<file path="src/rtl/core/sbi_pkg.sv">
package sbi_pkg;

    // coordinate width of every input field
    localparam int COORD_WIDTH = 16;
    // a difference of two coordinates needs one more bit
    localparam int DIFF_W = COORD_WIDTH + 1;
    // exact product of two differences
    localparam int PROD_W = 2 * DIFF_W;

    // stream widths: twelve coordinates padded to whole bytes, one flag byte out
    localparam int NUM_COORDS = 12;
    localparam int IN_W = ((NUM_COORDS * COORD_WIDTH + 7) / 8) * 8;
    localparam int OUT_W = 8;

    // two face planes on each of the three axes
    localparam int NUM_FACES = 6;

    typedef logic signed [COORD_WIDTH-1:0] coord_t;
    typedef logic signed [DIFF_W-1:0] diff_t;
    typedef logic signed [PROD_W-1:0] prod_t;

    localparam diff_t DIFF_ZERO = '0;

    // per-stage load enables from the pipeline control
    typedef struct packed {
        logic s1;
        logic s2;
        logic s3;
    } stage_en_t;

    // everything the face tests need, relative to the segment start
    typedef struct packed {
        diff_t [2:0] d;
        diff_t [2:0] lo_rel;
        diff_t [2:0] hi_rel;
        diff_t [2:0] den;
        diff_t [NUM_FACES-1:0] num;
    } prep_t;

    // signed product of two differences at full width
    function automatic prod_t mul_ext(diff_t a, diff_t b);
        prod_t ax;
        prod_t bx;
        ax = prod_t'(a);
        bx = prod_t'(b);
        return ax * bx;
    endfunction

endpackage

</file>
<file path="src/rtl/core/sbi_prep.sv">
module sbi_prep (
    input  logic                  clk,
    input  sbi_pkg::stage_en_t    en,
    input  sbi_pkg::coord_t [2:0] seg_start,
    input  sbi_pkg::coord_t [2:0] seg_end,
    input  sbi_pkg::coord_t [2:0] box_a,
    input  sbi_pkg::coord_t [2:0] box_b,
    output sbi_pkg::prep_t        prep_reg
);

    sbi_pkg::prep_t prep_next;
    sbi_pkg::coord_t [2:0] lo_c;
    sbi_pkg::coord_t [2:0] hi_c;
    logic [2:0] neg_c;

    // box ordering, differences and sign-normalized plane offsets
    always_comb
    begin
        for (int k = 0; k < 3; k++)
        begin
            lo_c[k] = (box_a[k] < box_b[k]) ? box_a[k] : box_b[k];
            hi_c[k] = (box_a[k] < box_b[k]) ? box_b[k] : box_a[k];
            neg_c[k] = seg_end[k] < seg_start[k];
            prep_next.d[k] = sbi_pkg::diff_t'(seg_end[k]) - sbi_pkg::diff_t'(seg_start[k]);
            prep_next.lo_rel[k] = sbi_pkg::diff_t'(lo_c[k]) - sbi_pkg::diff_t'(seg_start[k]);
            prep_next.hi_rel[k] = sbi_pkg::diff_t'(hi_c[k]) - sbi_pkg::diff_t'(seg_start[k]);
            prep_next.den[k] = neg_c[k]
                ? sbi_pkg::diff_t'(seg_start[k]) - sbi_pkg::diff_t'(seg_end[k])
                : sbi_pkg::diff_t'(seg_end[k]) - sbi_pkg::diff_t'(seg_start[k]);
            prep_next.num[2*k] = neg_c[k]
                ? sbi_pkg::diff_t'(seg_start[k]) - sbi_pkg::diff_t'(box_a[k])
                : sbi_pkg::diff_t'(box_a[k]) - sbi_pkg::diff_t'(seg_start[k]);
            prep_next.num[2*k+1] = neg_c[k]
                ? sbi_pkg::diff_t'(seg_start[k]) - sbi_pkg::diff_t'(box_b[k])
                : sbi_pkg::diff_t'(box_b[k]) - sbi_pkg::diff_t'(seg_start[k]);
        end
    end

    // stage 1 register
    always_ff @(posedge clk)
    begin
        if (en.s1)
        begin
            prep_reg <= prep_next;
        end
    end

endmodule

</file>
<file path="config.mk">
export PLATFORM = sky130hd
export DESIGN_NAME = sbi_prep
export DESIGN_NICKNAME = d
export VERILOG_FILES = /design/src/rtl/core/sbi_pkg.sv /design/src/rtl/core/sbi_prep.sv
export SDC_FILE = /design/constraint.sdc
export NUM_CORES = 1
export LEC_CHECK = 0
export BUFFER_PORTS_ARGS = -buffer_cell sky130_fd_sc_hd__buf_2
export CAP_MARGIN = 30
export CORE_ASPECT_RATIO = 0.7
export CORE_MARGIN = 1
export CORE_UTILIZATION = 56
export DETAILED_ROUTE_END_ITERATION = 12
export MAX_ROUTING_LAYER = met4
export PLACE_DENSITY = 0.8
export SLEW_MARGIN = 20
export SYNTH_ARGS = -nofsm -noshare
export SYNTH_HDL_FRONTEND = slang
export SYNTH_SLANG_ARGS = --single-unit
</file>
<file path="constraint.sdc">
create_clock -name clk -period 15.25 [get_ports clk]
set_input_delay 1.525 -clock clk [delete_from_list [all_inputs] [get_ports clk]]
set_output_delay 1.525 -clock clk [all_outputs]
set_load 0.01 [all_outputs]
</file>
==> impl_metrics.yaml <==
status:
  status: "finished clean"
grt:
  grt_max_degree: 96
  overflow: 0
  grt_pass1_wl_microns: 128000
  grtUsageTotal: 0.330
  antenna_found_initial: 16
  grt_pass1_vias: 22507
run:
  cap_violations: 0
floorplan:
  core-area_sq_mm: 0.0497
  die-area_sq_mm: 0.0517
  ios: 502
  die_h_microns: 191
  start_util: 0.572
  die_w_microns: 271
  fp-row-count: 68
yosys:
  synth_area_leaders: "edfxtp_1 32%, ha_1 19%, xnor2_1 4.8%"
  syn_nets: 3697
  synth.most_common_cell: "ha_1"
  yosys_warnings: 0
  syn_inst: 3045
  synth_common_cells: "432 x ha_1, 303 x edfxtp_1, 298 x inv_1"
  netlist-cell-type-count: 78
  syn_area_sq_mm: 0.0284
  ys_async_sr_fraction: 0
  yosysTopAreaCellShare: 0.320
  synth_edf_count: 303
  synth-seq-area-share: 0.320
  synth-seq-cells: 303
  yosys.area.top_type: "edfxtp_1"
  avgSynthCellArea_sq_um: 9.34
  synth_flop_cell: "edfxtp_1"
drt:
  drc: 0
  drt_wl_total_microns: 86000
  drt_first_pass_iters: 7
  vias: 24789
  drt_iter0_drc: 2455
  avgRoutedWirePerCell_microns: 20.5
  final_antenna_net_count: 0
  viasPerCell: 5.91
clocking:
  cts_root_buf: "clkbuf_16"
  postCtsSetupRepairBufs: 0
  cts_tree: "done"
  clkTransAtPathRegs_ns: 0.06
  cts_sinks: 303
  cts_resized: 0
  clockBufferDepth: 3
  hold_buffers: 0
  htreeDepth: 2
  cts-buffers-inserted: 36
hold_path:
  worst_hold_path.num_cells: 3
  min-delay-path-class: "in -> reg"
setup_path:
  worstSetupEndpointType: "flip-flop"
  cp.arrival_ns: 7.33
  worst_ep_required_time_ns: 15.67
  crit_fanout: 60
  critical_path_class: "in -> reg"
  critPathLaunchType: "input pin"
finish:
  post-route-cell-area_sq_mm: 0.0326
  nNetsFinal: 4141
  largest_reg_flops: 303
  area_growth_pct: 14.7
  drive_gt1_frac: 0.169
sta:
  tightest_slew_ns: 0.985
  slew_headroom: 0.343
  finalCritPeriodShare: 0.453
  hold_ws_ns: 1.38
  setup_tns_ns: 0
  finalHoldViolCount: 0
  setup_violations: 0
  fmax_ghz: 0.145
  period_needed_ns: 6.91
  slew_viol_final: 0
  rsz0062_at_grt: "false"
power:
  peakVddDrop_mv: 0.0860
  p_per_area_mw_per_mm2: 108
  power_uw: 3520
  p_leak_uw: 0.0157
place:
  io_buffers: 499
  gp_congestion: 1.04
  dp.final_hpwl_microns: 69000
  place_area_sq_mm: 0.0314
==> placed cells by master (no fill, tap or decap), drive strengths merged, types with 8 or more instances in the layout <==
master and n:
a211oi 31, o211ai 20, nand4 19, buf 514
o2111ai 9, nor2 156, o31ai 9, nand2b 49
a21o 140, o21ai 211, xnor2 155, nor3 53
inv 300, o21bai 24, clkbuf 42, a21oi 242
ha 432, and3 16, mux2i 93, nand2 214
xor2 76, o21a 26, a31oi 44, a31o 8
and2 13, clkinv 17, edfxtp 303, nor2b 68
a221oi 42, fa 24, or3 11, nand3 38
diode 18, a21boi 15
==> routing by layer <==
metal  global-route usage  vias to the layer above  share of wire
met3               0.0630                      141           0.10
met1                0.474                    11550           0.46
li1                     -                    11889              -
met5                    -                        -              0
met2                0.465                     1209           0.41
met4                0.109                        0          0.032
==> final timing paths <==
check / startpoint / end / slack (ns)
worst max-delay path: box_b[17] / prep_reg[237] / 8.34
worst min-delay path: seg_end[0] / prep_reg[102] / 1.38
==> kinds of logic after synthesis <==
family                   synth area share
XOR/XNOR                           0.0711
AO/OA/AOI/OAI                       0.201
buffers and inverters              0.0559
AND/OR/NAND/NOR                     0.111
adder cells (fa/ha/maj)             0.207
flip-flops                          0.320
multiplexers                       0.0336
==> cell type report <==
class                           instances  area [sq um]
Multi-Input combinational cell       2335         17800
Fill cell                            4084         17100
Sequential cell                       303          9100
Timing Repair Buffer                  514          2650
Inverter                              299          1120
Clock buffer                           42           945
Tap cell                              665           832
Clock inverter                         20           125
Antenna cell                           18          45.0
==> metrics by stage <==
step	std cells	setup slack, ns	utilization
global placement	4114	7.93	0.633
finish	4196	8.34	0.656
floorplan	3045	8.94	-
global route	4194	7.83	0.656
detailed placement	4114	7.82	0.633
CTS	4176	8.38	0.654
==> critical path, cell delays in order <==
cell and delay (ns):
buf_2 0.14, inv_1 0.10, ha_1 0.28, a21boi_0 0.12
o21ai_0 0.15, nand2b_1 0.09, a21oi_1 0.25, nor4_1 0.08
nor3_1 0.64, xnor2_2 0.17, buf_4 0.44, nor2_1 0.08
a21oi_1 0.13, ha_1 0.21, inv_1 0.07, fa_1 0.42
a21o_1 0.20, a21oi_1 0.25, o21bai_1 0.10, a21oi_1 0.29
o21ai_0 0.24, and4_1 0.27, o31a_1 0.31, o21a_1 0.18
o21a_1 0.18, o21ai_0 0.22, a31o_2 0.19
==> report_power, final <==
part | switching, uW | internal [uW] | total, uW
Sequential | 58.0 | 1170 | 1230
Combinational | 886 | 587 | 1470
Clock | 360 | 459 | 819
Total | 1300 | 2220 | 3520
Power figures use the tool's default switching activity.
